## src/hw/rtl/tlb_second_chance_fill_defines.svh

```systemverilog
// ----------------------------------------------------------------------------
// TLB second-chance fill: assertion macros
// Concurrent checks on clk with rst_n low masking; empty in synthesis.
// ----------------------------------------------------------------------------
`ifndef TLB_SECOND_CHANCE_FILL_DEFINES_SVH
`define TLB_SECOND_CHANCE_FILL_DEFINES_SVH
`ifndef SYNTHESIS
`define TLBSC_ASSERT(lbl, prop, msg) \
  lbl: assert property (@(posedge clk) disable iff (!rst_n) (prop)) else $error(msg);
`define TLBSC_NEVER(lbl, cond, msg) \
  lbl: assert property (@(posedge clk) disable iff (!rst_n) !(cond)) else $error(msg);
`else
`define TLBSC_ASSERT(lbl, prop, msg)
`define TLBSC_NEVER(lbl, cond, msg)
`endif
`endif

```

## src/hw/rtl/tlbsc_pkg.sv

```systemverilog
// ----------------------------------------------------------------------------
// TLB second-chance fill: shared package
// Command codes, record codes, default sizes and the front-to-back command.
// ----------------------------------------------------------------------------
package tlbsc_pkg;

  localparam int TLB_ENTRIES_DEF = 4;
  localparam int VPN_BITS_DEF    = 16;
  localparam int PPN_BITS_DEF    = 12;

  localparam int QUEUE_DEPTH = 2;
  localparam int QPTR_W      = $clog2(QUEUE_DEPTH);
  localparam int QCNT_W      = $clog2(QUEUE_DEPTH + 1);

  // input kind codes
  localparam logic [1:0] KIND_FILL  = 2'd0;
  localparam logic [1:0] KIND_TOUCH = 2'd1;
  localparam logic [1:0] KIND_FLUSH = 2'd2;

  // result record codes
  localparam logic [1:0] REC_WRITEBACK = 2'd0;
  localparam logic [1:0] REC_PLACED    = 2'd1;
  localparam logic [1:0] REC_TOUCH_ACK = 2'd2;

  typedef enum logic [1:0] {
    OP_FILL  = 2'd0,
    OP_TOUCH = 2'd1,
    OP_FLUSH = 2'd2
  } op_t;

  typedef struct packed {
    op_t  op;
    logic valid;
    logic used;
    logic dirty;
    logic read_only;
  } cmd_ctl_t;

endpackage

```

## src/hw/rtl/tlbsc_front.sv

```systemverilog
// ----------------------------------------------------------------------------
// TLB second-chance fill: front end
// Accepts commands, drops unknown kinds, wraps the touch slot and queues
// the decoded command for the back end.
// ----------------------------------------------------------------------------
module tlbsc_front
  import tlbsc_pkg::*;
#(
  parameter int TLB_ENTRIES = TLB_ENTRIES_DEF,
  parameter int VPN_BITS    = VPN_BITS_DEF,
  parameter int PPN_BITS    = PPN_BITS_DEF,
  localparam int SLOT_W     = $clog2(TLB_ENTRIES)
) (
  input  logic                clk,
  input  logic                rst_n,
  input  logic                start,
  output logic                busy,
  input  logic [1:0]          in_kind,
  input  logic [VPN_BITS-1:0] in_page_vpn,
  input  logic [PPN_BITS-1:0] in_page_ppn,
  input  logic                in_page_valid,
  input  logic                in_page_use,
  input  logic                in_page_dirty,
  input  logic                in_page_read_only,
  input  logic [1:0]          in_touch_slot,
  output logic                cmd_vld,
  output cmd_ctl_t            cmd_ctl,
  output logic [VPN_BITS-1:0] cmd_vpn,
  output logic [PPN_BITS-1:0] cmd_ppn,
  output logic [SLOT_W-1:0]   cmd_slot,
  input  logic                cmd_done
);

  cmd_ctl_t            q_ctl_r  [QUEUE_DEPTH];
  logic [VPN_BITS-1:0] q_vpn_r  [QUEUE_DEPTH];
  logic [PPN_BITS-1:0] q_ppn_r  [QUEUE_DEPTH];
  logic [SLOT_W-1:0]   q_slot_r [QUEUE_DEPTH];

  logic [QPTR_W-1:0] wr_ptr_r, wr_ptr_nxt;
  logic [QPTR_W-1:0] rd_ptr_r, rd_ptr_nxt;
  logic [QCNT_W-1:0] count_r, count_nxt;

  cmd_ctl_t          dec_ctl;
  logic              dec_ok;
  logic [SLOT_W-1:0] dec_slot;
  logic              push;
  logic              pop;
  int                t;

  // classify
  always_comb begin
    dec_ok            = 1'b1;
    dec_ctl.op        = OP_FILL;
    dec_ctl.valid     = in_page_valid;
    dec_ctl.used      = in_page_use;
    dec_ctl.dirty     = in_page_dirty;
    dec_ctl.read_only = in_page_read_only;
    case (in_kind)
      KIND_FILL:  dec_ctl.op = OP_FILL;
      KIND_TOUCH: dec_ctl.op = OP_TOUCH;
      KIND_FLUSH: dec_ctl.op = OP_FLUSH;
      default:    dec_ok = 1'b0;
    endcase
  end

  // touch slot modulo the entry count; the value is below 4, two steps do it
  always_comb begin
    t = int'(in_touch_slot);
    if (t >= TLB_ENTRIES) t = t - TLB_ENTRIES;
    if (t >= TLB_ENTRIES) t = t - TLB_ENTRIES;
    dec_slot = SLOT_W'(t);
  end

  assign busy = (count_r == QCNT_W'(QUEUE_DEPTH));
  assign push = start && !busy && dec_ok;
  assign pop  = cmd_done && cmd_vld;

  assign wr_ptr_nxt = push ? wr_ptr_r + 1'b1 : wr_ptr_r;
  assign rd_ptr_nxt = pop ? rd_ptr_r + 1'b1 : rd_ptr_r;
  assign count_nxt  = count_r + QCNT_W'(push) - QCNT_W'(pop);

  always_ff @(posedge clk) begin
    if (!rst_n) begin
      wr_ptr_r <= '0;
      rd_ptr_r <= '0;
      count_r  <= '0;
    end else begin
      wr_ptr_r <= wr_ptr_nxt;
      rd_ptr_r <= rd_ptr_nxt;
      count_r  <= count_nxt;
    end
  end

  always_ff @(posedge clk) begin
    if (push) begin
      q_ctl_r[wr_ptr_r]  <= dec_ctl;
      q_vpn_r[wr_ptr_r]  <= in_page_vpn;
      q_ppn_r[wr_ptr_r]  <= in_page_ppn;
      q_slot_r[wr_ptr_r] <= dec_slot;
    end
  end

  assign cmd_vld  = (count_r != '0);
  assign cmd_ctl  = q_ctl_r[rd_ptr_r];
  assign cmd_vpn  = q_vpn_r[rd_ptr_r];
  assign cmd_ppn  = q_ppn_r[rd_ptr_r];
  assign cmd_slot = q_slot_r[rd_ptr_r];

endmodule

```

## src/hw/rtl/tlbsc_back.sv

```systemverilog
// ----------------------------------------------------------------------------
// TLB second-chance fill: back end
// Holds the TLB, runs fill / touch / flush on the queue head and emits one
// record per cycle while it works on a command.
// ----------------------------------------------------------------------------
`include "tlb_second_chance_fill_defines.svh"

module tlbsc_back
  import tlbsc_pkg::*;
#(
  parameter int TLB_ENTRIES = TLB_ENTRIES_DEF,
  parameter int VPN_BITS    = VPN_BITS_DEF,
  parameter int PPN_BITS    = PPN_BITS_DEF,
  localparam int SLOT_W     = $clog2(TLB_ENTRIES)
) (
  input  logic                clk,
  input  logic                rst_n,
  input  logic                cmd_vld,
  input  cmd_ctl_t            cmd_ctl,
  input  logic [VPN_BITS-1:0] cmd_vpn,
  input  logic [PPN_BITS-1:0] cmd_ppn,
  input  logic [SLOT_W-1:0]   cmd_slot,
  output logic                cmd_done,
  output logic                out_strobe,
  output logic [1:0]          out_record_kind,
  output logic [VPN_BITS-1:0] out_vpn,
  output logic                out_use,
  output logic                out_dirty,
  output logic [1:0]          out_slot,
  output logic                out_last
);

  typedef enum logic [4:0] {
    ST_IDLE  = 5'b00001,
    ST_SWEEP = 5'b00010,
    ST_PLACE = 5'b00100,
    ST_TOUCH = 5'b01000,
    ST_FLUSH = 5'b10000
  } state_t;

  state_t st_r, st_nxt;

  logic [SLOT_W-1:0] cur_r, cur_nxt;
  logic [SLOT_W-1:0] sweep_ptr_r;
  logic [SLOT_W-1:0] cur_inc;
  logic [SLOT_W-1:0] first_free;
  logic              all_valid;
  logic              cur_is_end;

  logic [TLB_ENTRIES-1:0] valid_r;
  logic [TLB_ENTRIES-1:0] use_r;
  logic [TLB_ENTRIES-1:0] dirty_r;
  logic [TLB_ENTRIES-1:0] ro_r;
  logic [TLB_ENTRIES-1:0] wr_r;

  logic [VPN_BITS-1:0] vpn_mem [TLB_ENTRIES];
  logic [PPN_BITS-1:0] ppn_mem [TLB_ENTRIES];
  logic [VPN_BITS-1:0] rd_data_r;
  logic                rd_wr_r;
  logic [VPN_BITS-1:0] vpn_q;
  logic [SLOT_W+1:0]   slot_ext;

  assign all_valid  = &valid_r;
  assign cur_is_end = (cur_r == SLOT_W'(TLB_ENTRIES - 1));
  assign cur_inc    = cur_is_end ? '0 : cur_r + 1'b1;
  assign vpn_q      = rd_wr_r ? rd_data_r : '0;
  assign slot_ext   = {2'b00, cur_r};

  always_comb begin
    first_free = '0;
    for (int i = TLB_ENTRIES - 1; i >= 0; i--) begin
      if (!valid_r[i]) first_free = SLOT_W'(i);
    end
  end

  always_comb begin
    st_nxt          = st_r;
    cur_nxt         = cur_r;
    cmd_done        = 1'b0;
    out_strobe      = 1'b0;
    out_record_kind = REC_WRITEBACK;
    out_vpn         = vpn_q;
    out_use         = use_r[cur_r];
    out_dirty       = dirty_r[cur_r];
    out_slot        = slot_ext[1:0];
    out_last        = 1'b0;
    case (st_r)
      ST_IDLE: begin
        if (cmd_vld) begin
          case (cmd_ctl.op)
            OP_FILL: begin
              if (!all_valid) begin
                cur_nxt = first_free;
                st_nxt  = ST_PLACE;
              end else begin
                cur_nxt = sweep_ptr_r;
                st_nxt  = ST_SWEEP;
              end
            end
            OP_TOUCH: begin
              cur_nxt = cmd_slot;
              st_nxt  = ST_TOUCH;
            end
            OP_FLUSH: begin
              cur_nxt = '0;
              st_nxt  = ST_FLUSH;
            end
            default: st_nxt = ST_IDLE;
          endcase
        end
      end
      ST_SWEEP: begin
        out_strobe = 1'b1;
        // used entry gets a second chance; unused one is the victim
        if (use_r[cur_r]) begin
          cur_nxt = cur_inc;
        end else begin
          st_nxt = ST_PLACE;
        end
      end
      ST_PLACE: begin
        out_strobe      = 1'b1;
        out_record_kind = REC_PLACED;
        out_vpn         = cmd_vpn;
        out_use         = cmd_ctl.used;
        out_dirty       = cmd_ctl.dirty;
        out_last        = 1'b1;
        cmd_done        = 1'b1;
        st_nxt          = ST_IDLE;
      end
      ST_TOUCH: begin
        out_strobe      = 1'b1;
        out_record_kind = REC_TOUCH_ACK;
        out_use         = 1'b1;
        out_dirty       = dirty_r[cur_r] | cmd_ctl.dirty;
        out_last        = 1'b1;
        cmd_done        = 1'b1;
        st_nxt          = ST_IDLE;
      end
      ST_FLUSH: begin
        out_strobe = 1'b1;
        out_last   = cur_is_end;
        if (cur_is_end) begin
          cmd_done = 1'b1;
          st_nxt   = ST_IDLE;
        end else begin
          cur_nxt = cur_inc;
        end
      end
      default: st_nxt = ST_IDLE;
    endcase
  end

  always_ff @(posedge clk) begin
    if (!rst_n) begin
      st_r        <= ST_IDLE;
      cur_r       <= '0;
      sweep_ptr_r <= '0;
      valid_r     <= '0;
      use_r       <= '0;
      dirty_r     <= '0;
      ro_r        <= '0;
      wr_r        <= '0;
    end else begin
      st_r  <= st_nxt;
      cur_r <= cur_nxt;
      case (st_r)
        ST_SWEEP: begin
          if (use_r[cur_r]) begin
            use_r[cur_r] <= 1'b0;
          end else begin
            sweep_ptr_r <= cur_inc;
          end
        end
        ST_PLACE: begin
          valid_r[cur_r] <= cmd_ctl.valid;
          use_r[cur_r]   <= cmd_ctl.used;
          dirty_r[cur_r] <= cmd_ctl.dirty;
          ro_r[cur_r]    <= cmd_ctl.read_only;
          wr_r[cur_r]    <= 1'b1;
        end
        ST_TOUCH: begin
          use_r[cur_r] <= 1'b1;
          if (cmd_ctl.dirty) dirty_r[cur_r] <= 1'b1;
        end
        ST_FLUSH: begin
          if (cur_is_end) begin
            valid_r <= '0;
            use_r   <= '0;
            dirty_r <= '0;
            ro_r    <= '0;
          end
        end
        default: ;
      endcase
    end
  end

  // page storage; the read port tracks the slot of the next cycle
  always_ff @(posedge clk) begin
    if (st_r == ST_PLACE) begin
      vpn_mem[cur_r] <= cmd_vpn;
      ppn_mem[cur_r] <= cmd_ppn;
    end
    rd_data_r <= vpn_mem[cur_nxt];
  end

  always_ff @(posedge clk) begin
    if (!rst_n) begin
      rd_wr_r <= 1'b0;
    end else begin
      rd_wr_r <= wr_r[cur_nxt];
    end
  end

  `TLBSC_ASSERT(a_sweep_only_when_full, (st_r == ST_SWEEP) |-> all_valid, "sweep with a free slot")
  `TLBSC_ASSERT(a_last_returns_idle, (out_strobe && out_last) |=> (st_r == ST_IDLE), "no idle after last beat")
  `TLBSC_ASSERT(a_flush_invalidates, (st_r == ST_FLUSH && out_last) |=> (valid_r == '0), "flush left a valid slot")
  `TLBSC_NEVER(a_done_without_cmd, cmd_done && !cmd_vld, "command done with empty queue")

endmodule

```

## src/hw/rtl/tlb_second_chance_fill.sv

```systemverilog
// ----------------------------------------------------------------------------
// TLB second-chance fill: top level
// Self-replacing TLB with lowest-free-slot fill and clock-sweep eviction.
// ----------------------------------------------------------------------------
// A command is taken when start is high and busy is low; commands wait in a
// two-entry queue and busy rises only when that queue is full. The TLB engine
// picks up the queue head in its idle state and then emits one record per
// cycle on out_strobe: a touch and a fill with a free slot give one record, a
// flush one per slot, and a fill that sweeps the clock one beat per visited
// slot, then the placed record. The record stream cannot be stalled: each
// record is valid for exactly the one cycle that out_strobe is high, and the
// last record of a command carries out_last. Commands of unknown kind are
// accepted and produce nothing.
module tlb_second_chance_fill
  import tlbsc_pkg::*;
#(
  parameter int TLB_ENTRIES = TLB_ENTRIES_DEF,
  parameter int VPN_BITS    = VPN_BITS_DEF,
  parameter int PPN_BITS    = PPN_BITS_DEF
) (
  input  logic                clk,
  input  logic                rst_n,
  input  logic                start,
  output logic                busy,
  input  logic [1:0]          in_kind,
  input  logic [VPN_BITS-1:0] in_page_vpn,
  input  logic [PPN_BITS-1:0] in_page_ppn,
  input  logic                in_page_valid,
  input  logic                in_page_use,
  input  logic                in_page_dirty,
  input  logic                in_page_read_only,
  input  logic [1:0]          in_touch_slot,
  output logic                out_strobe,
  output logic [1:0]          out_record_kind,
  output logic [VPN_BITS-1:0] out_vpn,
  output logic                out_use,
  output logic                out_dirty,
  output logic [1:0]          out_slot,
  output logic                out_last
);

  localparam int SLOT_W = $clog2(TLB_ENTRIES);

  logic                cmd_vld;
  cmd_ctl_t            cmd_ctl;
  logic [VPN_BITS-1:0] cmd_vpn;
  logic [PPN_BITS-1:0] cmd_ppn;
  logic [SLOT_W-1:0]   cmd_slot;
  logic                cmd_done;

  tlbsc_front #(
    .TLB_ENTRIES (TLB_ENTRIES),
    .VPN_BITS    (VPN_BITS),
    .PPN_BITS    (PPN_BITS)
  ) u_front (
    .clk               (clk),
    .rst_n             (rst_n),
    .start             (start),
    .busy              (busy),
    .in_kind           (in_kind),
    .in_page_vpn       (in_page_vpn),
    .in_page_ppn       (in_page_ppn),
    .in_page_valid     (in_page_valid),
    .in_page_use       (in_page_use),
    .in_page_dirty     (in_page_dirty),
    .in_page_read_only (in_page_read_only),
    .in_touch_slot     (in_touch_slot),
    .cmd_vld           (cmd_vld),
    .cmd_ctl           (cmd_ctl),
    .cmd_vpn           (cmd_vpn),
    .cmd_ppn           (cmd_ppn),
    .cmd_slot          (cmd_slot),
    .cmd_done          (cmd_done)
  );

  tlbsc_back #(
    .TLB_ENTRIES (TLB_ENTRIES),
    .VPN_BITS    (VPN_BITS),
    .PPN_BITS    (PPN_BITS)
  ) u_back (
    .clk             (clk),
    .rst_n           (rst_n),
    .cmd_vld         (cmd_vld),
    .cmd_ctl         (cmd_ctl),
    .cmd_vpn         (cmd_vpn),
    .cmd_ppn         (cmd_ppn),
    .cmd_slot        (cmd_slot),
    .cmd_done        (cmd_done),
    .out_strobe      (out_strobe),
    .out_record_kind (out_record_kind),
    .out_vpn         (out_vpn),
    .out_use         (out_use),
    .out_dirty       (out_dirty),
    .out_slot        (out_slot),
    .out_last        (out_last)
  );

endmodule

```

## config.mk

```make
export PLATFORM = sky130hd
export DESIGN_NAME = tlb_second_chance_fill
export DESIGN_NICKNAME = d
export VERILOG_FILES = /design/src/hw/rtl/tlbsc_pkg.sv /design/src/hw/rtl/tlbsc_front.sv /design/src/hw/rtl/tlbsc_back.sv /design/src/hw/rtl/tlb_second_chance_fill.sv
export VERILOG_INCLUDE_DIRS = /design/src /design/src/hw/rtl
export SDC_FILE = /design/constraint.sdc
export NUM_CORES = 1
export LEC_CHECK = 0
export BUFFER_PORTS_ARGS = -buffer_cell sky130_fd_sc_hd__buf_2
export CAP_MARGIN = 20
export CORE_UTILIZATION = 35
export DETAILED_ROUTE_END_ITERATION = 10
export PLACE_DENSITY = 0.61
export SETUP_SLACK_MARGIN = 0.02
export SLEW_MARGIN = 15
export SYNTH_ARGS = -nofsm -noshare
export SYNTH_HDL_FRONTEND = slang
export SYNTH_SLANG_ARGS = --single-unit
```

## constraint.sdc

```tcl
create_clock -name clk -period 4.13 [get_ports clk]
set_input_delay 0.2065 -clock clk [delete_from_list [all_inputs] [get_ports clk]]
set_output_delay 0.2065 -clock clk [all_outputs]
set_load 0.005 [all_outputs]
```

==> results list, run 1 <==
- The setup path with the least slack is of type reg -> reg.
- The die is roughly 140 um wide.
* Residual DRC count: 0
- R2r worst-path depth: 6
- The tightest hold path in the finished design has a slack of 119 ps.
* Number of diodes: 0
- Reg-to-reg critical path endpoint: u_back.rd_wr_r$_SDFF_PN0_
- After clock tree synthesis, the clock-pin slew on the worst setup and hold paths is about 60 ps.
- Count of flip-flops with a built-in enable after synthesis: 110
* Row count: between 40 and 50
* Final WL: about 13 mm
- WHS Path Cells: 2
- For hold timing, the worst endpoint is u_front.q_ctl_r[1][5]$_DFFE_PP_.
- In the final layout, the share of cells above drive strength 1 is 0.208.
- Of the post-synthesis cell area, the dominant cell type holds 0.516.
- The internal power of the cells totals ~3300 uW.
- Across all register-to-register paths, the minimum setup slack is roughly 1300 ps.
- Yosys printed 0 warnings.
* Crit start category: flip-flop
* FMAX: 353 MHz
* Latest clock arrival within the worst-skew pair: between 400 and 500 ps
- The first global-routing pass estimated around 20 mm of wire.
- Routed vias: between 3,000 and 4,000
- TritonCTS built the clock tree.
- Xor-xnor portion of the synthesized cell area: 0.00685
- On the final layout, the worst clock skew is 7.25 ps.
- In this run the static leakage power is 0.00295 uW.
- The synthesized netlist occupies a cell area of ~0.0064 sq mm.
- The die is about 140 um tall.
- Worst slew margin relative to its limit: 0.347
* Proportion of synthesized flip-flops having asynchronous set or reset: 0
- The startpoint identified for the worst hold timing path is in_kind[0].
* Final Critical Period: 2830 ps
- Using the TritonRoute via totals, the vias-per-cell ratio works out to just under 5.
- Of all cell types, the one taking the most synthesized area is sky130_fd_sc_hd__edfxtp_1.
- Core Box Area: roughly 0.018 sq mm
- Setup violations remaining at the end of the flow were counted as 0.
- The layout has between 1,500 and 2,000 filler cells.
- Dividing the final minimum period by the clock period gives 0.686.
* Post-CTS resize count: 0
- Proportion of power drawn by combinational gates: 0.259
- Primary flip-flop cell chosen by synthesis mapping: sky130_fd_sc_hd__edfxtp_1
* Global route overflow: 0
- # clock sinks: roughly 160
- Yosys cell types: about 50
- After synthesis, the mean cell area works out to around 14 sq um.
- Of the total power, registers draw 0.417.
- The compound-gate portion of the synthesized area was 0.0567.
- Most frequently used cell type in the post-synthesis netlist: sky130_fd_sc_hd__edfxtp_1
- Input and output buffers added on the ports amount to 50.
* Post-synth net total: 514
- After synthesis, the share of cell area in mux cells is 0.140.
* 1st-iter DRT viols: roughly 190
* # placed instances: ~730
- Share of synthesized area occupied by flip-flops and latches: 0.663
- Setup repair after global routing left no endpoint under its margin.
- Before antenna repair, the detailed router went through 6 iterations.
* Startpoint of the most critical register-to-register path: u_back.out_slot[0]$_SDFF_PN0_
* Number of global-route vias before repair: around 3,900
- Global-route usage over all layers: 0.144
- Worst min path class: in -> reg
- The tree is rooted in a sky130_fd_sc_hd__clkbuf_16.
- Area used by multi-input combinational logic: approximately 0.002 sq mm
* Fin util: 0.428
* Max-cap violation count: 0
- Total setup buffers inserted after CTS: 0
- Post-Synthesis Cells: ~470
- Top-level port count: 64
* Largest cells by area after synthesis: sky130_fd_sc_hd__edfxtp_1 (52%), sky130_fd_sc_hd__dfxtp_1 (15%), sky130_fd_sc_hd__mux2i_1 (9.4%)
- For the worst setup path, the data required time is roughly 4500 ps.
- After detailed routing, the average wire length per cell comes to 16.3 um.
- Final net count: 591
- The detail route stage leaves a number of antenna-violating nets equal to 0.
- Die outline area: around 0.019 sq mm
* Final estimated routing congestion in global placement: 0.839
- Of the total synthesized cell area, the portion taken by full adders, half adders and majority gates is 0.0117.
* Worst Tran Pin Value: roughly 980 ps
* Pins Over Slew Limit: 0
- The wire-length estimate of the detail-placed layout is 8.43 mm.
- Fraction of power consumed by the clock network: 0.324
- Of the total synthesized cell area, the portion taken by AND, OR, NAND and NOR gates is 0.0966.
* Final cell count without fillers: approximately 790
- Number of hold-slack violations in the final timing report: 0
* Sw Pwr: around 1300 uW
* Hold bufs inserted after CTS: 21
- Number of H-tree levels: 4
- From synthesis to final layout, the design area changed by 20.2%.
- Registers take 0.00424 sq mm.
* Outcome: complete, no violations
* Main combinational cell family by area after synthesis: multiplexers
* Cell area power density: between 600 and 700 mW/mm^2
- Initial antenna violation count: 0
* Element type at the critical path end: flip-flop
* Max IR drop VDD: 463 uV
* TritonCTS Buffers: 17
* Count of state elements after synthesis: approximately 160
* Initial core utilization: 0.356
- Pin count of the biggest net entering global routing: 24
- In the final timing run, aggregate negative setup slack is 0 ps.
* Crit path max fanout: 18
- Switching share of total power: 0.286
* CP Data Arrival Time: 3180 ps
* Most common library cells after synthesis: sky130_fd_sc_hd__edfxtp_1 (110), sky130_fd_sc_hd__mux2i_1 (60), sky130_fd_sc_hd__dfxtp_1 (47), sky130_fd_sc_hd__nand2_1 (43), sky130_fd_sc_hd__nor2_1 (30)
* Max Buffers Root-to-Sink: 2
[metrics by stage]
step	instance area, sq um	worst slack (ps)	total power (uW)
floorplan	6400	1880	2950
global placement	6870	1290	3130
detailed placement	6880	1270	3170
CTS	7670	1250	4690
global route	7690	1090	4870
finish	7690	1300	4660
[flip-flops by register name (all words and copies together) (netlist names), named ones only]
| name | cells |
|---|---|
| u_front.q_slot_r | 4 |
| u_front.rd_ptr_r | 1 |
| u_back.rd_wr_r | 1 |
| u_back.st_r | 5 |
| u_back.dirty_r | 4 |
| u_front.q_vpn_r | 32 |
| u_back.vpn_mem | 64 |
| u_front.wr_ptr_r | 1 |
| u_back.out_slot | 2 |
| u_back.sweep_ptr_r | 2 |
| u_back.wr_r | 4 |
| u_back.use_r | 4 |
| u_back.rd_data_r | 16 |
| u_front.count_r | 2 |
| u_front.q_ctl_r | 10 |
| u_back.valid_r | 4 |
[metal layers]
layer,share of wire,track usage
met1,0.46,0.184
met2,0.49,0.235
met3,0.039,0.0324
met4,0.014,0.0617
met5,0,0
[critical path, cell delays in order (launching register included)]
cell and delay (ps):
sky130_fd_sc_hd__dfxtp_1 590, sky130_fd_sc_hd__mux4_2 600, sky130_fd_sc_hd__and4b_1 400, sky130_fd_sc_hd__a21oi_2 70
sky130_fd_sc_hd__o221ai_4 720, sky130_fd_sc_hd__and2_4 270, sky130_fd_sc_hd__a22o_1 120
[placed cells by master, fill, tap and decap left out, drive strengths merged, types with 6 or more instances in the layout]
master	instances
nor2	30
mux2	22
o21ai	14
a21oi	15
ha	6
and2	8
nand2	43
nor2b	6
dlygate4sd3	21
inv	11
a22oi	6
nand3	28
dfxtp	47
buf	58
edfxtp	110
mux2i	60
clkbuf	22
[cell families (layout without fill, tap and decap cells)]
kind of cell | after synthesis | after routing
muxes | 84 | 84
AOI/OAI and AO/OA | 54 | 54
DFF | 157 | 157
xor gates and xnor gates | 5 | 5
and+or+nand+nor | 132 | 132
adders and majority gates | 6 | 6
buffers and inverters | 31 | 121
[power by group through the flow]
stage                     combinational, uW  sequential [uW]  clock, uW
final                                  1210             1940       1510
after global routing                   1310             1960       1600
after CTS                              1220             1940       1530
after detailed placement               1200             1980          0
after global placement                 1160             1970          0
after floorplan                        1010             1940          0
[worst max-delay path by stage]
stage | from | end | slack, ps | cells after the start
6_report | u_back.out_slot[0]$_SDFF_PN0_ | u_back.rd_wr_r$_SDFF_PN0_ | 1300 | 6
5_1_grt | u_back.st_r[1]$_SDFFE_PN0P_ | u_front.count_r[1]$_SDFF_PN0_ | 1090 | 12
4_1_cts | u_back.out_slot[0]$_SDFF_PN0_ | u_back.rd_wr_r$_SDFF_PN0_ | 1250 | 6
3_5_place_dp | u_back.st_r[0]$_SDFFE_PN1P_ | u_back.vpn_mem[1][12]$_DFFE_PP_ | 1270 | 6
3_3_place_gp | u_back.out_slot[0]$_SDFF_PN0_ | u_back.rd_wr_r$_SDFF_PN0_ | 1290 | 6
2_1_floorplan | u_back.out_slot[0]$_SDFF_PN0_ | u_front.count_r[1]$_SDFF_PN0_ | 1880 | 10
[final cells by class]
class                   count  share of cell area
flip-flops and latches    157               0.552
inverters                  10             0.00488
clock buffers              22              0.0604
clock inverters            10              0.0150
well taps                 229              0.0373
multi-input cells         281               0.261
repair buffers             79              0.0697
Power figures use the tool's default switching activity.
==> inputs of run 2 (changes only) <==
==> constraint.sdc (replaced) <==
create_clock -name clk -period 2.94 [get_ports clk]
set_input_delay 0.147 -clock clk [delete_from_list [all_inputs] [get_ports clk]]
set_output_delay 0.147 -clock clk [all_outputs]
set_load 0.005 [all_outputs]
==> run 2 against run 1 <==
Non-clock buffer count grew 5. Via count is 0.39% higher. Worst setup slack got worse by 990 ps. Combinational power up 43%. Wire length rose by 1.4%. Clock power increased by 48%. Die area unchanged. Critical path type unchanged.
==> results list, run 2 (synthesis results as in run 1) <==
- Number of H-tree levels: 4 (unchanged)
- Residual DRC count: 0 (unchanged)
* # clock sinks: 157 (unchanged)
* Crit path kind: reg -> reg
- Area growth, synth to finish: 21.2%
- The sum of internal, switching and leakage power came to 6700 uW (+44%).
- The post-DP HPWL was 8.49 mm (+0.79%).
* Outcome: complete, no violations
* Max IR drop VDD: 487 uV (+5.2%)
* Post-route worst setup slack: 310 ps (-988 ps)
- The worst max-slew margin expressed relative to the limit came to 0.491 (+0.144).
- Max-cap violation count: 0 (unchanged)
- Setup repair after global routing left no endpoint under its margin.
- The number of antenna cells inserted was 0 (unchanged).
* Required @ worst endpoint: 3270 ps (-1210 ps)
- The initial antenna violation count is 0 (unchanged).
- The per-cell routed wire length is 16.4 um (+0.80%).
- Initial core utilization: 0.356 (unchanged)
- The final-layout worst hold slack came to 49.2 ps (-69.7 ps).
- Period Utilization, post-route: 0.895 (+0.209)
- Pin count of the biggest net entering global routing: 33 (+38%)
- Met1 usage: 0.194 (+0.0104)
- The global-route track usage on met3 was 0.0316 (-0.000736).
* Cell area power density: 863 mW/mm^2 (+43%)
* Standby leakage power: 0.00300 uW (+1.7%)
* Cells along the critical path: mux4_2 > and4b_1 > a21oi_2 > o221ai_4 > buf_4 > mux2i_1
* Post-Route Skew: 10.0 ps (+2.75 ps)
- The placement-stage worst setup slack came to 323 ps (-944 ps).
- The global routing met2 resource utilization came to 0.234 (-0.00168).
- The x dimension of the die is 137 um (unchanged).
* Pins Over Slew Limit: 0 (unchanged)
* Vias per inst: 4.93 (-0.25%)
* Global route overflow: 0 (unchanged)
- The number of gates given a new drive strength after cts is 0 (unchanged).
* Root Driver: sky130_fd_sc_hd__clkbuf_16
- The time the worst path needs with I/O delays and setup is 2630 ps (-202 ps).
- Total buffers and inverters traversed by the critical path: 1 (+1)
- The layer flagged by global routing as most heavily used is met2.
- CTS tree: done
- Crit start category: flip-flop
- Top-level port count: 64 (unchanged)
- Commonest cells after routing, fill and taps aside: sky130_fd_sc_hd__edfxtp_1 (110), sky130_fd_sc_hd__mux2i_1 (60), sky130_fd_sc_hd__buf_2 (50), sky130_fd_sc_hd__dfxtp_1 (47), sky130_fd_sc_hd__nand2_1 (43)
- Row count: 49 (unchanged)
- In the final layout, the registers with the most flip-flops are u_back.vpn_mem (64), u_front.q_vpn_r (32), u_back.rd_data_r (16).
- The clock tree buffer depth was 2 (unchanged).
- Latest clock arrival within the worst-skew pair: 410 ps (about the same)
- The detailed-routing iteration count for the pre-antenna-repair pass came to 4 (-2).
- Final net count: 596 (+0.85%)
- Among all stages on the critical path, the largest delay is contributed by sky130_fd_sc_hd__mux4_2.
* CP delay by family, top: multiplexers
- Worst Tran Pin Value: 762 ps (-217 ps)
- Flip-flop count of the largest register, all copies and words added: 64 (unchanged)
- The number of buffers created by CTS was 17 (unchanged).
- Core Box Area: 0.0180 sq mm (unchanged)
* Worst-path clk slew: 60 ps (about the same)
- Fin util: 0.432 (+0.00376)
* Final WL: 13.0 mm (+1.4%)
* Worst min path class: in -> reg
- Most common library cell in the layout ignoring fill and taps: sky130_fd_sc_hd__edfxtp_1
- Die outline area: 0.0188 sq mm (unchanged)
- Y dimension of the die: 137 um (unchanged)
- Crit path max fanout: 16 (-2)
* Summed negative setup slack over all endpoints: 0 ps (unchanged)
- CP Data Arrival Time: 2960 ps (-220 ps)
- Final estimated routing congestion in global placement: 0.822 (-2.0%)
- Share of post-route cells with drive strength above 1: 0.220 (+0.0123)
- The final antenna-violating net count was 0 (unchanged).
- Register name with the most flops: u_back.vpn_mem
- The global-route wire length before repair is 20.5 mm (+1.8%).
* FMAX: 380 MHz (+7.7%)
- The number of vias after detailed routing came to 3,911 (+0.39%).
- Count of input and output buffers: 50 (unchanged)
- The total setup violations reported at the end of the flow is 0 (unchanged).
- Element type at the critical path end: flip-flop
- The maximum single-stage delay on the critical path is 610 ps (-110 ps).
* 1st-iter DRT viols: 183 (-2.7%)
- Number of hold-slack violations in the final timing report: 0 (unchanged)
- The number of global-route vias before repair was 3,893 (+0.93%).
* Global-route usage over all layers: 0.146 (+0.00175)
[run 2: cell type report]
cell class              count  area (sq um)
clock buffers              18           429
clock inverters            14           183
fillers                  1646         10200
inverters                  10          37.5
multi-input cells         281          2000
flip-flops and latches    157          4240
well taps                 229           287
repair buffers             84           571
[run 2: power by group]
group	internal [uW]	leakage (uW)	total, uW	switching, uW
clock network	1360	0.000300	2240	883
registers	2610	0.00139	2720	113
logic	788	0.00131	1730	940
[run 2: timing repair]
action,CTS,global route
hold buffers,21,0
endpoints found under the hold margin,42,0
buffers inserted,0,0
[run 2: layer usage]
layer	vias up	routed length [um]
met2	77	6390
met3	11	556
li1	1905	-
met1	1918	5880
met5	-	0
met4	0	165
[run 2: path summary, 6_finish.rpt]
path | start | endpoint | slack (ps) | cells past startpoint
setup / recovery | u_back.out_slot[0]$_SDFF_PN0_ | u_back.rd_data_r[11]$_DFF_P_ | 310 | 6
hold / removal | in_kind[1] | u_front.q_ctl_r[1][4]$_DFFE_PP_ | 50 | 2
setup reg to reg | u_back.out_slot[0]$_SDFF_PN0_ | u_back.rd_data_r[11]$_DFF_P_ | 310 | 6
hold reg to reg | u_back.dirty_r[2]$_SDFFE_PN0P_ | u_back.dirty_r[2]$_SDFFE_PN0P_ | 470 | 2
[run 2: through the flow]
| step | instance area (sq um) | std cells |
|---|---|---|
| 2_1_floorplan | 6400 | 469 |
| 3_3_place_gp | 6930 | 740 |
| 3_5_place_dp | 6930 | 740 |
| 4_1_cts | 7750 | 793 |
| 5_1_grt | 7750 | 793 |
| 6_report | 7750 | 793 |
==> inputs of run 3 (changes only) <==
--- a/config.mk
+++ b/config.mk
@@ -10,6 +10,7 @@
 export CAP_MARGIN = 20
 export CORE_UTILIZATION = 35
 export DETAILED_ROUTE_END_ITERATION = 10
+export GPL_TIMING_DRIVEN = 0
 export PLACE_DENSITY = 0.61
 export SETUP_SLACK_MARGIN = 0.02
 export SLEW_MARGIN = 15
==> constraint.sdc (replaced) <==
create_clock -name clk -period 2.7 [get_ports clk]
set_input_delay 0.135 -clock clk [delete_from_list [all_inputs] [get_ports clk]]
set_output_delay 0.135 -clock clk [all_outputs]
set_load 0.005 [all_outputs]
==> run 3 against run 2 <==
Die area is the same. Worst hold slack got worse by 19 ps. Register-to-register slack worse by 110 ps. Sequential cell count did not move. Highest routed layer unchanged.
==> results list, run 3 (synthesis results as in run 1) <==
- The run finished with clean final reports.
- The placement-stage worst setup slack is -200 ps (-523 ps).
- Crit path kind: reg -> reg
* Post-DP HPWL: 9.16 mm (+7.9%)
* Dpl cell area: 0.00695 sq mm (+0.27%)
- Final cell count without fillers: 803 (+1.3%)
* Reg-to-reg critical path endpoint: u_back.rd_data_r[11]$_DFF_P_
- Post-Route Skew: 13.5 ps (+3.54 ps)
- The max-slew violation total from the final report is 0 (unchanged).
- The number of antenna cells inserted came to 0 (unchanged).
- In this run the critical register-to-register path is launched from u_back.out_slot[0]$_SDFF_PN0_.
* Most common library cell in the layout ignoring fill and taps: sky130_fd_sc_hd__edfxtp_1
- The placeable core area was 0.0180 sq mm (unchanged).
- Commonest cells after routing, fill and taps aside: sky130_fd_sc_hd__edfxtp_1 (110), sky130_fd_sc_hd__mux2i_1 (60), sky130_fd_sc_hd__buf_2 (52), sky130_fd_sc_hd__dfxtp_1 (45), sky130_fd_sc_hd__nand2_1 (43)
- Global-route usage over all layers: 0.153 (+0.00657)
* Final Critical Period: 2500 ps (-131 ps)
- Required @ worst endpoint: 3040 ps (-230 ps)
* Total setup buffers inserted after CTS: 0 (unchanged)
- The register with the most flip-flops in the final layout is u_back.vpn_mem.
- Number of hold-slack violations in the final timing report: 0 (unchanged)
- Initial antenna violation count: 0 (unchanged)
* # clock sinks: 157 (unchanged)
- The die outline area came to 0.0188 sq mm (unchanged).
- Post-detailed-route wirelength per cell: 16.9 um (+3.3%)
- The largest net degree at the start of global routing is 24 (-27%).
* Die width: 137 um (unchanged)
- Latest clock arrival within the worst-skew pair: 420 ps (about the same)
- FMAX: 400 MHz (+5.2%)
- Final net count: 606 (+1.7%)
- Cell area power density: 951 mW/mm^2 (+10%)
* Post-route worst setup slack: 201 ps (-109 ps)
- Final estimated routing congestion in global placement: 0.872 (+6.0%)
- Flip-flop count of the largest register, all copies and words added: 64 (unchanged)
* Worst Tran Pin Value: 946 ps (+184 ps)
- Compared with the post-synthesis result, the final layout area differs by 21.9%.
- Worst-path clk slew: 70 ps (about the same)
- The path class of the tightest hold or removal check is in -> reg.
- Max Buffers Root-to-Sink: 2 (unchanged)
- The final clock period utilization by the worst path was 0.926 (+0.0312).
- The number of buffer cells added on primary ports came to 50 (unchanged).
- Fin util: 0.434 (+0.00244)
- Max-cap violation count: 0 (unchanged)
* Number of H-tree levels: 4 (unchanged)
- # placed instances: 749 (+1.2%)
- The remaining design rule violation count was 0 (unchanged).
- Routed vias: 3,990 (+2.0%)
- The largest registers in the layout are u_back.vpn_mem (64), u_front.q_vpn_r (32), u_back.rd_data_r (16).
- The overflow left after global routing was 0 (unchanged).
- The path with the worst hold slack has its endpoint at u_front.q_ctl_r[0][5]$_DFFE_PP_.
- The number of top-level pins is 64 (unchanged).
* Y dimension of the die: 137 um (unchanged)
- The number of DRC markers in iteration 0 is 293 (+60%).
- The data arrival time at the worst-slack endpoint is 2840 ps (-120 ps).
- The total setup violations reported at the end of the flow was 0 (unchanged).
- Root Driver: sky130_fd_sc_hd__clkbuf_16
- Unrepaired setup endpoints after global routing: no
- Number of global-route vias before repair: 3,923 (+0.77%)
- In this design, the largest share of critical-path delay is due to multiplexers.
* Total Power Consumption: 7420 uW (+11%)
* Row count: 49 (unchanged)
- Crit start category: flip-flop
* FILL cells: 1,618 (-1.7%)
* Hold path start: in_kind[0]
* Vias per inst: 4.97 (+0.75%)
- Max IR drop VDD: 670 uV (+38%)
* CTS tree: done
- WHS Path Cells: 2 (unchanged)
* Worst slew margin relative to its limit: 0.369 (-0.122)
- The final antenna-violating net count is 0 (unchanged).
- Cell with the biggest individual delay on the critical path: sky130_fd_sc_hd__mux4_2
- The register-to-register path setup slack came to 200 ps (-110 ps).
* Initial core utilization: 0.356 (unchanged)
- The largest fanout of any net on the critical path came to 10 (-6).
* Element type at the critical path end: flip-flop
* CP max stage delay: 570 ps (-40 ps)
- The depth of the worst register-to-register path came to 7 (+1).
- The share of layout cells above drive strength 1 was 0.228 (+0.00836).
- Total buffers and inverters traversed by the critical path: 2 (+1)
- The post-layout instance area was 0.00780 sq mm (+0.56%).
- The overall routed net length was 13.6 mm (+4.6%).
- TritonCTS Buffers: 17 (unchanged)
- Cells along the critical path: mux4_2 > and4b_1 > buf_4 > a21oi_2 > o221ai_4 > buf_8 > mux2i_1
- The detailed-routing iteration count for the pre-antenna-repair pass is 5 (+1).
- The reported leakage power came to 0.00301 uW (+0.45%).
- Global-route wire length before repair: 21.2 mm (+3.7%)
[run 3: changes by cell type in the layout (fill, tap and decap cells not counted), sizes merged]
cell / change
bufinv: -1
buf: -1
clkinvlp: +1
clkbuf: +11
inv: +1
clkinv: -1
[run 3: final cells by class]
cell class | instances | area [sq um] | area share
tap | 229 | 287 | 0.0367
clock inverter | 14 | 171 | 0.0220
multi-input combinational | 281 | 2010 | 0.258
sequential | 157 | 4250 | 0.545
timing repair buffer | 73 | 490 | 0.0629
clock buffer | 18 | 429 | 0.0550
buffer | 21 | 126 | 0.0162
inverter | 10 | 37.5 | 0.00481
[run 3: worst max path at each step]
stage	slack, ps	endpoint	startpoint	cells past startpoint
final	200	u_back.rd_data_r[11]$_DFF_P_	u_back.out_slot[0]$_SDFF_PN0_	7
after global routing	70	u_front.count_r[1]$_SDFF_PN0_	u_back.out_slot[1]$_SDFF_PN0_	10
after CTS	20	u_front.count_r[1]$_SDFF_PN0_	u_back.out_slot[0]$_SDFF_PN0_	10
after detailed placement	-200	u_front.count_r[1]$_SDFF_PN0_	u_back.out_slot[1]$_SDFF_PN0_	10
after global placement	-160	u_front.count_r[1]$_SDFF_PN0_	u_back.out_slot[0]$_SDFF_PN0_	10
after floorplan	450	u_front.count_r[1]$_SDFF_PN0_	u_back.out_slot[0]$_SDFF_PN0_	10
[run 3: repair_timing]
item / 4_1_cts / 5_1_grt
hold buffers: 21 / 0
endpoints found under the hold margin: 42 / 0
setup endpoints to repair: 14 / 22
resized for setup: 6 / 5
[run 3: power breakdown]
part | internal, uW | total [uW] | switching (uW)
sequential | 2850 | 2960 | 114
combinational | 919 | 2050 | 1130
clock | 1400 | 2400 | 1000
[run 3: metal layers]
layer,share of wire,vias up,track usage
li1,-,1925,-
met1,0.46,1950,0.202
met2,0.49,98,0.244
met3,0.042,17,0.0353
met4,0.016,0,0.0549
met5,0,-,0
[run 3: through the flow]
step	hold WS, ps	TNS (ps)
5_1_grt	23.9	0
2_1_floorplan	234	0
3_3_place_gp	326	-1470
4_1_cts	17.0	0
3_5_place_dp	329	-209
6_report	29.9	0
